==> config.mk <==
export PLATFORM = sky130hd
export DESIGN_NAME = smartcard_byte_link_engine_core_flat
export DESIGN_NICKNAME = d
export VERILOG_FILES = /design/src/hw/rtl/sble_pkg.sv /design/src/hw/rtl/sble_req_if.sv /design/src/hw/rtl/sble_rsp_if.sv /design/src/hw/rtl/sble_ring.sv /design/src/hw/rtl/smartcard_byte_link_engine_core.sv /design/src/flat_wrapper.sv
export SDC_FILE = /design/constraint.sdc
export NUM_CORES = 1
export LEC_CHECK = 0
export BUFFER_PORTS_ARGS = -buffer_cell sky130_fd_sc_hd__buf_2
export CAP_MARGIN = 20
export CORE_AREA = 2 2 224 226
export DETAILED_ROUTE_END_ITERATION = 12
export DIE_AREA = 0 0 226 228
export PLACE_DENSITY = 0.72
export SYNTH_ARGS = -nofsm -noshare
export SYNTH_HDL_FRONTEND = slang
export SYNTH_SLANG_ARGS = --single-unit
==> constraint.sdc <==
create_clock -name clk -period 2.7 [get_ports clk]
set_input_delay 0.405 -clock clk [delete_from_list [all_inputs] [get_ports clk]]
set_output_delay 0.405 -clock clk [all_outputs]
set_load 0.005 [all_outputs]
==> src/hw/rtl/sble_pkg.sv <==
package sble_pkg;

  localparam int BYTE_W = 8;
  localparam int RING_DEPTH_DEF = 64;

  typedef enum logic [1:0] {
    OP_EVENT = 2'd0,
    OP_PUT   = 2'd1,
    OP_GET   = 2'd2,
    OP_FLUSH = 2'd3
  } op_t;

  typedef enum logic [2:0] {
    ST_IDLE         = 3'd0,
    ST_SENDING      = 3'd1,
    ST_SENT         = 3'd2,
    ST_PARITY_RETRY = 3'd3,
    ST_FRAME_RETRY  = 3'd4
  } send_state_t;

  typedef struct packed {
    logic [1:0]        operation;
    logic              parity_error;
    logic              frame_error;
    logic              tx_complete;
    logic              rx_not_empty;
    logic [BYTE_W-1:0] rx_data;
    logic [BYTE_W-1:0] tx_byte;
    logic              put_reset;
  } req_t;

  typedef struct packed {
    logic              line_write;
    logic [BYTE_W-1:0] line_byte;
    logic              put_done;
    logic              get_valid;
    logic [BYTE_W-1:0] get_byte;
    logic              rx_dropped;
    logic [2:0]        send_status;
  } rsp_t;

endpackage

==> src/hw/rtl/sble_req_if.sv <==
interface sble_req_if
  import sble_pkg::*;
();
  logic valid;
  logic ready;
  req_t data;

  modport source (output valid, output data, input ready);
  modport sink (input valid, input data, output ready);
endinterface

==> src/hw/rtl/sble_rsp_if.sv <==
interface sble_rsp_if
  import sble_pkg::*;
();
  logic valid;
  logic ready;
  rsp_t data;

  modport source (output valid, output data, input ready);
  modport sink (input valid, input data, output ready);
endinterface

==> src/hw/rtl/sble_ring.sv <==
module sble_ring
  import sble_pkg::*;
#(
  parameter int DEPTH = RING_DEPTH_DEF,
  localparam int IDX_W = $clog2(DEPTH)
) (
  input  logic              clk,
  input  logic              wr_en,
  input  logic [IDX_W-1:0]  wr_addr,
  input  logic [BYTE_W-1:0] wr_data,
  input  logic              rd_en,
  input  logic [IDX_W-1:0]  rd_addr,
  output logic [BYTE_W-1:0] rd_data
);

  logic [BYTE_W-1:0] mem [DEPTH];

  always_ff @(posedge clk) begin
    if (wr_en) begin
      mem[wr_addr] <= wr_data;
    end
  end

  always_ff @(posedge clk) begin
    if (rd_en) begin
      rd_data <= mem[rd_addr];
    end
  end

endmodule

==> src/hw/rtl/smartcard_byte_link_engine_core.sv <==
// A result is registered: it appears in the cycle after its transaction is accepted.
// Throughput: one transaction per cycle while rsp.ready is high; a get reads the ring memory in the
// accept cycle and the memory's registered read data is the result's get_byte.
// Reset (synchronous, active high) clears the send state, both ring indices,
// the pending flag and the result valid flag; ring contents are not cleared.
module smartcard_byte_link_engine_core
  import sble_pkg::*;
#(
  parameter int RING_DEPTH = RING_DEPTH_DEF
) (
  input  logic       clk,
  input  logic       rst,
  sble_req_if.sink   req,
  sble_rsp_if.source rsp
);

  localparam int IDX_W = $clog2(RING_DEPTH);
  localparam logic [IDX_W-1:0] LAST_IDX = IDX_W'(RING_DEPTH - 1);

  send_state_t       send_state, send_state_next;
  logic [IDX_W-1:0]  read_index, read_index_next;
  logic [IDX_W-1:0]  write_index, write_index_next;
  logic              rx_pending, rx_pending_next;

  logic              rsp_valid;
  logic              line_write, line_write_next;
  logic [BYTE_W-1:0] line_byte, line_byte_next;
  logic              put_done, put_done_next;
  logic              get_valid, get_valid_next;
  logic              rx_dropped, rx_dropped_next;

  logic              accept;
  logic              busy;
  logic [IDX_W-1:0]  wr_inc, rd_inc;
  logic              push, pop;
  logic [BYTE_W-1:0] rd_data;
  op_t               op;

  assign req.ready = !rsp_valid || rsp.ready;
  assign accept    = req.valid && req.ready;
  assign op        = op_t'(req.data.operation);
  assign busy      = send_state != ST_IDLE;
  assign wr_inc    = (write_index == LAST_IDX) ? '0 : write_index + 1'b1;
  assign rd_inc    = (read_index == LAST_IDX) ? '0 : read_index + 1'b1;

  always_comb begin
    send_state_next  = send_state;
    read_index_next  = read_index;
    write_index_next = write_index;
    rx_pending_next  = rx_pending;
    line_write_next  = 1'b0;
    line_byte_next   = '0;
    put_done_next    = 1'b0;
    get_valid_next   = 1'b0;
    rx_dropped_next  = 1'b0;
    push             = 1'b0;
    pop              = 1'b0;
    unique case (op)
      OP_EVENT: begin
        if (req.data.parity_error && busy) begin
          send_state_next = ST_PARITY_RETRY;
        end else if (req.data.frame_error && busy) begin
          send_state_next = ST_FRAME_RETRY;
        end else if (req.data.tx_complete && busy) begin
          send_state_next = ST_SENT;
        end else if (req.data.rx_not_empty && !busy) begin
          if (wr_inc == read_index) begin
            rx_dropped_next = 1'b1;
          end else begin
            push             = 1'b1;
            write_index_next = wr_inc;
            rx_pending_next  = 1'b1;
          end
        end
      end
      OP_PUT: begin
        if (req.data.put_reset) begin
          send_state_next = ST_IDLE;
          put_done_next   = 1'b1;
        end else if (send_state == ST_IDLE || send_state == ST_PARITY_RETRY ||
                     send_state == ST_FRAME_RETRY) begin
          send_state_next = ST_SENDING;
          line_write_next = 1'b1;
          line_byte_next  = req.data.tx_byte;
        end else if (send_state == ST_SENT) begin
          send_state_next = ST_IDLE;
          put_done_next   = 1'b1;
        end
      end
      OP_GET: begin
        if (rx_pending && read_index != write_index) begin
          pop             = 1'b1;
          get_valid_next  = 1'b1;
          read_index_next = rd_inc;
          if (rd_inc == write_index) begin
            rx_pending_next = 1'b0;
          end
        end
      end
      OP_FLUSH: begin
        send_state_next  = ST_IDLE;
        rx_pending_next  = 1'b0;
        read_index_next  = '0;
        write_index_next = '0;
      end
      default: begin
      end
    endcase
  end

  sble_ring #(
    .DEPTH(RING_DEPTH)
  ) u_ring (
    .clk    (clk),
    .wr_en  (accept && push),
    .wr_addr(write_index),
    .wr_data(req.data.rx_data),
    .rd_en  (accept && pop),
    .rd_addr(read_index),
    .rd_data(rd_data)
  );

  always_ff @(posedge clk) begin
    if (rst) begin
      send_state  <= ST_IDLE;
      read_index  <= '0;
      write_index <= '0;
      rx_pending  <= 1'b0;
      rsp_valid   <= 1'b0;
    end else begin
      if (accept) begin
        send_state  <= send_state_next;
        read_index  <= read_index_next;
        write_index <= write_index_next;
        rx_pending  <= rx_pending_next;
        rsp_valid   <= 1'b1;
      end else if (rsp.ready) begin
        rsp_valid <= 1'b0;
      end
    end
  end

  always_ff @(posedge clk) begin
    if (accept) begin
      line_write <= line_write_next;
      line_byte  <= line_byte_next;
      put_done   <= put_done_next;
      get_valid  <= get_valid_next;
      rx_dropped <= rx_dropped_next;
    end
  end

  assign rsp.valid            = rsp_valid;
  assign rsp.data.line_write  = line_write;
  assign rsp.data.line_byte   = line_byte;
  assign rsp.data.put_done    = put_done;
  assign rsp.data.get_valid   = get_valid;
  assign rsp.data.get_byte    = get_valid ? rd_data : '0;
  assign rsp.data.rx_dropped  = rx_dropped;
  assign rsp.data.send_status = send_state;

endmodule

==> src/flat_wrapper.sv <==
// flat-port wrapper written by rule: the top's interface ports become plain ports
module smartcard_byte_link_engine_core_flat import sble_pkg::*;
#(
  parameter int RING_DEPTH = RING_DEPTH_DEF
)
  (clk, rst, req_valid, req_data, req_ready, rsp_valid, rsp_data, rsp_ready);
  sble_req_if req_i ();
  sble_rsp_if rsp_i ();
  input  logic clk;
  input  logic rst;
  input wire logic [$bits(req_i.valid)-1:0] req_valid;
  input wire logic [$bits(req_i.data)-1:0] req_data;
  output wire logic [$bits(req_i.ready)-1:0] req_ready;
  output wire logic [$bits(rsp_i.valid)-1:0] rsp_valid;
  output wire logic [$bits(rsp_i.data)-1:0] rsp_data;
  input wire logic [$bits(rsp_i.ready)-1:0] rsp_ready;
  assign req_i.valid = req_valid;
  assign req_i.data = req_data;
  assign req_ready = req_i.ready;
  assign rsp_valid = rsp_i.valid;
  assign rsp_data = rsp_i.data;
  assign rsp_i.ready = rsp_ready;
  smartcard_byte_link_engine_core #(.RING_DEPTH(RING_DEPTH)) u_core (.clk(clk), .rst(rst), .req(req_i), .rsp(rsp_i));
endmodule
==> results of run 1 <==
metrics by stage:
| stage | setup TNS, ns | instances | hold slack [ns] |
|---|---|---|---|
| 5_1_grt | -13.43 | 1950 | 0.0985 |
| 3_3_place_gp | -43.39 | 1851 | 0.502 |
| 4_1_cts | -3.19 | 1947 | 0.0568 |
| 2_1_floorplan | -36.99 | 1067 | 0.504 |
| 6_report | -1.02 | 1950 | 0.0845 |
| 3_5_place_dp | -61.54 | 1852 | 0.529 |
worst paths after layout:
kind                              endpoint  slack (ns)  cells past startpoint                   from
setup / recovery  u_core.u_ring.mem[60][1]       -0.05                     10  u_core.write_index[0]
hold / removal            u_core.rsp.valid        0.08                      3              req_valid
setup reg to reg  u_core.u_ring.mem[60][1]       -0.05                     10  u_core.write_index[0]
hold reg to reg       u_core.read_index[1]        0.54                      2   u_core.read_index[1]
power breakdown:
group	total [mW]	internal (mW)	switching, mW
Sequential	9.35	9.34	0.00692
Combinational	0.315	0.0880	0.227
Clock	7.37	4.34	3.03
Total	17.0	13.8	3.27
tightest hold or removal path, cell delays in order:
cell and delay (ns):
buf_2 0.11, inv_1 0.04, a21oi_1 0.05
registers in the layout, summed over array words and instances (netlist names):
name / count
u_core.get_valid: 1
u_core.rx_pending: 1
u_core.u_ring.rd_data: 8
u_core.line_write: 1
u_core.write_index: 6
u_core.u_ring.mem: 512
u_core.read_index: 6
u_core.put_done: 1
u_core.line_byte: 8
u_core.rsp.valid: 1
u_core.rx_dropped: 1
u_core.send_state: 3
cell usage in the layout, fill, tap and decap left out, drive strengths merged, types with 2 or more instances in the layout:
cell and count:
nand2 24, inv 13, and2 17, mux4 160, nand2b 4, clkbuf 69, nor3 7, a22o 3
or4 3, a211oi 2, ha 2, nor2 89, bufinv 7, a211o 2, edfxtp 532, nand3b 2
a31oi 5, o22ai 16, nand4 5, and3 3, a21o 3, or2 4, nor3b 2, clkinvlp 3
nor2b 2, nor4 10, mux2i 5, or3 2, xnor2 7, xor2 6, o21ai 9, clkinv 12
dfxtp 17, o31ai 3, nand3 18, buf 184, a21oi 16
logic make-up after synthesis:
kind of cell,count (synthesis),share of synthesized area
compound gates,68,0.0207
xor+xnor,13,0.00557
fa+ha+maj,2,0.00115
buf+inv,77,0.0153
flops,549,0.748
mux,165,0.168
simple gates,193,0.0415
timing repair:
item	CTS	global route
setup buffers	3	3
pin swaps	9	16
gates resized for setup	67	52
endpoints found under the setup margin	462	390
final cells by class:
class	instances	area share
well taps	672	0.0321
clock buffers	69	0.0539
multi-input cells	441	0.217
repair buffers	184	0.0604
flip-flops and latches	549	0.623
inverters	12	0.00172
clock inverters	23	0.0121
layer usage:
layer / share of wire / vias up
li1: - / 4745
met1: 0.41 / 5805
met2: 0.49 / 478
met3: 0.070 / 76
met4: 0.028 / 0
met5: 0 / -
==> flow_metrics.tcl, run 1 <==
set metrics [dict create \
    period_minus_slack_ns 2.75 \
    die_w_um 226 \
    grt-busiest-layer "met2" \
    yosysSeqAreaShare 0.748 \
    slew_violations 0 \
    crit_required_ns 2.97 \
    multiInputGateArea_um2 5690 \
    finalPower_mw 17.0 \
    cts.path.max_buffers 3 \
    p_per_area_nw_per_um2 650 \
    fin_area_um2 26200 \
    yosys_register_bits 549 \
    initial_utilization 0.442 \
    hold_buffers 0 \
    grt_usage 0.187 \
    clk_latency_ns 0.58 \
    critPathTopFamily "simple AND/OR/NAND/NOR gates" \
    cp_slowest_cell "or4_4" \
    dieArea_um2 51500 \
    synth.top_cell.area_share 0.733 \
    grt_util_met2 0.303 \
    ys_warn_count 0 \
    cts_sinks 549 \
    grt.overflow.total 0 \
    antenna_found_initial 0 \
    worst_slew_pin_slew_ns 0.789 \
    dr.pass1.iters 7 \
    h-tree-depth 2 \
    fin_crit_sh 1.02 \
    syn_area_um2 21800 \
    slew_headroom 0.474 \
    gr-usage-met1 0.262 \
    synth_ff_type "edfxtp_1" \
    antenna_cells 0 \
    cts_root_buffer "clkbuf_16" \
    cp.buffers_inverters 3 \
    clk_pin_slew_ns 0.07 \
    hold_viol 0 \
    fin_nets 1267 \
    io_buffer_count 51 \
    yosys-top-cells-area "edfxtp_1 (73%), mux4_2 (17%), dfxtp_1 (1.6%)" \
    synth_top_cell_by_area "edfxtp_1" \
    wl_mm 48.3 \
    place_area_um2 23900 \
    cp_cell_sequence "buf_6 > and3_4 > mux2i_1 > o32a_1 > a31oi_4 > a211o_1 > or4_4 > buf_8 > nor2_4 > buf_6" \
    clock_skew_ns 0.0227 \
    synth_edf_count 532 \
    power.leakage_nw 8.09 \
    cpMostUsedCell "buf_6" \
    vias_per_cell 5.69 \
    start_kind "flip-flop" \
    worstHoldPathType "in -> reg" \
    rsz0062_at_grt "yes" \
    finalSetupViolations 64 \
    syn2layout_area_growth_pct 20.3 \
    use_met3 0.0304 \
    place_hpwl_mm 30.2 \
    grt_pass1_vias 11300 \
    irDropWorstVdd_mv 0.434 \
    max_stage_delay_ns 0.48 \
    max_freq_ghz 0.364 \
    num_rows 82 \
    cts_tree "yes" \
    worstPathMaxFanout 8 \
    placement.setup.worst_slack_ns -0.329 \
    fill_cells 3668 \
    max-cap-violations 0 \
    vias 11100 \
    status "finished with violations" \
    synth_commonest_cells "edfxtp_1 (532), mux4_2 (160), nor2_1 (89)" \
    worst-setup-path-type "reg -> reg" \
    avgSynthCellArea_um2 20.4 \
    gp_congestion 0.899 \
    grt_first_pass_wirelength_mm 71.6 \
    synth_cell_type_count 48 \
    endpoint_kind "flip-flop" \
    drt_iter0_drc 1189 \
    syn-num-nets 1096 \
    setup_ws_ns -0.0492 \
    yosysMostFrequentCell "edfxtp_1" \
    cts_made_buffers 50 \
    dieHeight_um 228 \
    wl_per_cell_um 24.8 \
    grt_max_degree 65 \
    final_util 0.531 \
    netlist_instances 1067 \
    io_pins 52 \
    drc 0 \
    arrival_ns 3.02 \
    postRouteAntennaNets 0 \
    drive_above_1_share 0.405 \
    async_flop_share 0 \
    regArea_um2 16300 \
    coreArea_um2 49300 \
    violations "setup timing" \
]
Power figures use the tool's default switching activity.
==> run 2: changes to the inputs <==
--- a/config.mk
+++ b/config.mk
@@ -5,12 +5,12 @@
 export SDC_FILE = /design/constraint.sdc
 export NUM_CORES = 1
 export LEC_CHECK = 0
-export BUFFER_PORTS_ARGS = -buffer_cell sky130_fd_sc_hd__buf_2
 export CAP_MARGIN = 20
 export CORE_AREA = 2 2 224 226
 export DETAILED_ROUTE_END_ITERATION = 12
 export DIE_AREA = 0 0 226 228
-export PLACE_DENSITY = 0.72
+export DONT_BUFFER_PORTS = 1
+export PLACE_DENSITY = 0.71
 export SYNTH_ARGS = -nofsm -noshare
 export SYNTH_HDL_FRONTEND = slang
 export SYNTH_SLANG_ARGS = --single-unit
==> flow_metrics.tcl, run 2 (same netlist as run 1, synthesis figures left out) <==
set metrics [dict create \
    status "finished with violations" \
    tns_ns -10.01 \
    syn2layout_area_growth_pct 18.4 \
    hold_slack_ns 0.0251 \
    drive_above_1_share 0.361 \
    crit_required_ns 2.96 \
    clk_latency_ns 0.57 \
    internal_power_mw 13.0 \
    cts_tree "yes" \
    dr.pass1.iters 6 \
    period_minus_slack_ns 2.80 \
    slew_headroom 0.478 \
    initial_utilization 0.442 \
    endpoint_kind "flip-flop" \
    fin_crit_sh 1.04 \
    max-cap-violations 0 \
    place_hpwl_mm 29.4 \
    h-tree-depth 2 \
    swShare 0.191 \
    finalSetupViolations 147 \
    num_rows 82 \
    antenna_cells 0 \
    layout_common_cells "edfxtp_1 (532), mux4_2 (160), buf_4 (84)" \
    dieHeight_um 228 \
    dieArea_um2 51500 \
    post-place-cells 1791 \
    max_freq_ghz 0.357 \
    cts_made_buffers 50 \
    multiInputGateArea_um2 5660 \
    antenna_found_initial 0 \
    drt_iter0_drc 1358 \
    p_per_area_nw_per_um2 622 \
    worstPathMaxFanout 8 \
    final_cells 1893 \
    power.leakage_nw 7.80 \
    vias 11000 \
    wl_mm 47.0 \
    worst-setup-path-type "reg -> reg" \
    rsz0062_at_grt "yes" \
    vias_per_cell 5.79 \
    max_stage_delay_ns 0.45 \
    comb_power_share 0.018 \
    cpMostUsedCell "buf_6" \
    fin_nets 1219 \
    io_buffer_count 0 \
    clockPowerShare 0.399 \
    reg_top3 "u_core.u_ring.mem: 512 flops, u_core.line_byte: 8 flops, u_core.u_ring.rd_data: 8 flops" \
    clock_skew_ns 0.0232 \
    layout_commonest_cell "edfxtp_1" \
    postRouteAntennaNets 0 \
    hold_viol 0 \
    gp_congestion 0.890 \
    grt_first_pass_wirelength_mm 70.2 \
    worstHoldPathType "in -> reg" \
    arrival_ns 3.07 \
    seq_power_share 0.583 \
    irDropWorstVdd_mv 0.563 \
    drc 0 \
    final_util 0.523 \
    slew_violations 0 \
    cts_root_buffer "clkbuf_16" \
    cts.path.max_buffers 3 \
    worst_slew_pin_slew_ns 0.781 \
    p_sw_mw 3.06 \
    grt_max_degree 66 \
    start_kind "flip-flop" \
    violations "setup timing" \
    wl_per_cell_um 24.8 \
    cp_slowest_cell "or4_4" \
    io_pins 52 \
    fill_cells 3710 \
    largest_register "u_core.u_ring.mem" \
    coreArea_um2 49300 \
    grt_pass1_vias 10900 \
    die_w_um 226 \
    setup_ws_ns -0.105 \
    largest_reg_flops 512 \
    grt_usage 0.184 \
    cts_sinks 549 \
    cp_cell_sequence "buf_4 > nand3_2 > buf_6 > a21o_1 > a211o_1 > a31oi_4 > buf_6 > a211o_1 > or4_4 > buf_6 > nor2_2 > buf_6" \
    grt.overflow.total 0 \
    regArea_um2 16300 \
    clk_pin_slew_ns 0.06 \
]
run 2: timing repair:
item	CTS	global route
resized for setup	68	47
hold buffers	11	0
hold endpoints to repair	525	0
buffers inserted	3	5
pin swaps	9	13
setup endpoints to repair	401	375
run 2: path summary, 6_finish.rpt:
kind	from	end	slack (ns)	cells after the start
max	u_core.write_index[0]	u_core.u_ring.mem[53][0]	-0.10	12
min	rst	u_core.read_index[3]	0.03	3
max reg2reg	u_core.write_index[0]	u_core.u_ring.mem[53][0]	-0.10	12
min reg2reg	u_core.rsp.valid	u_core.rsp.valid	0.58	2
run 2: stage by stage:
| stage | total power [mW] | instance area (um^2) | worst slack, ns |
|---|---|---|---|
| final | 16.1 | 25800 | -0.105 |
| after global routing | 16.5 | 25800 | -0.161 |
| after CTS | 16.2 | 25500 | -0.101 |
| after detailed placement | 9.65 | 23500 | -0.269 |
| after global placement | 9.64 | 23500 | -0.282 |
| after floorplan | 9.62 | 21900 | -0.286 |
run 2: area by class of cell:
| class | count | area share |
|---|---|---|
| Clock buffer | 68 | 0.0519 |
| Clock inverter | 15 | 0.00475 |
| Inverter | 12 | 0.00175 |
| Multi-Input combinational cell | 441 | 0.219 |
| Sequential cell | 549 | 0.633 |
| Tap cell | 672 | 0.0326 |
| Timing Repair Buffer | 136 | 0.0567 |
run 2: power groups by stage:
stage	Combinational (mW)	Sequential (mW)	Clock, mW
finish	0.288	9.36	6.41
global route	0.312	9.35	6.88
CTS	0.286	9.35	6.51
detailed placement	0.109	9.54	0
global placement	0.107	9.54	0
floorplan	0.0737	9.54	0
run 2: worst max-delay path, delay by kind of cell (launching register included):
kind	cells	cell delay, ns
DFF	1	0.37
AOI/OAI and AO/OA	4	0.74
buffers and inverters	5	0.75
and+or+nand+nor	3	0.64
run 2: metal layers:
metal  track usage  vias up  share of wire
met1         0.257     5693           0.39
met2         0.297      526           0.50
met3        0.0355       83          0.085
met5             0        -              0
li1              -     4651              -
met4        0.0534        0          0.025
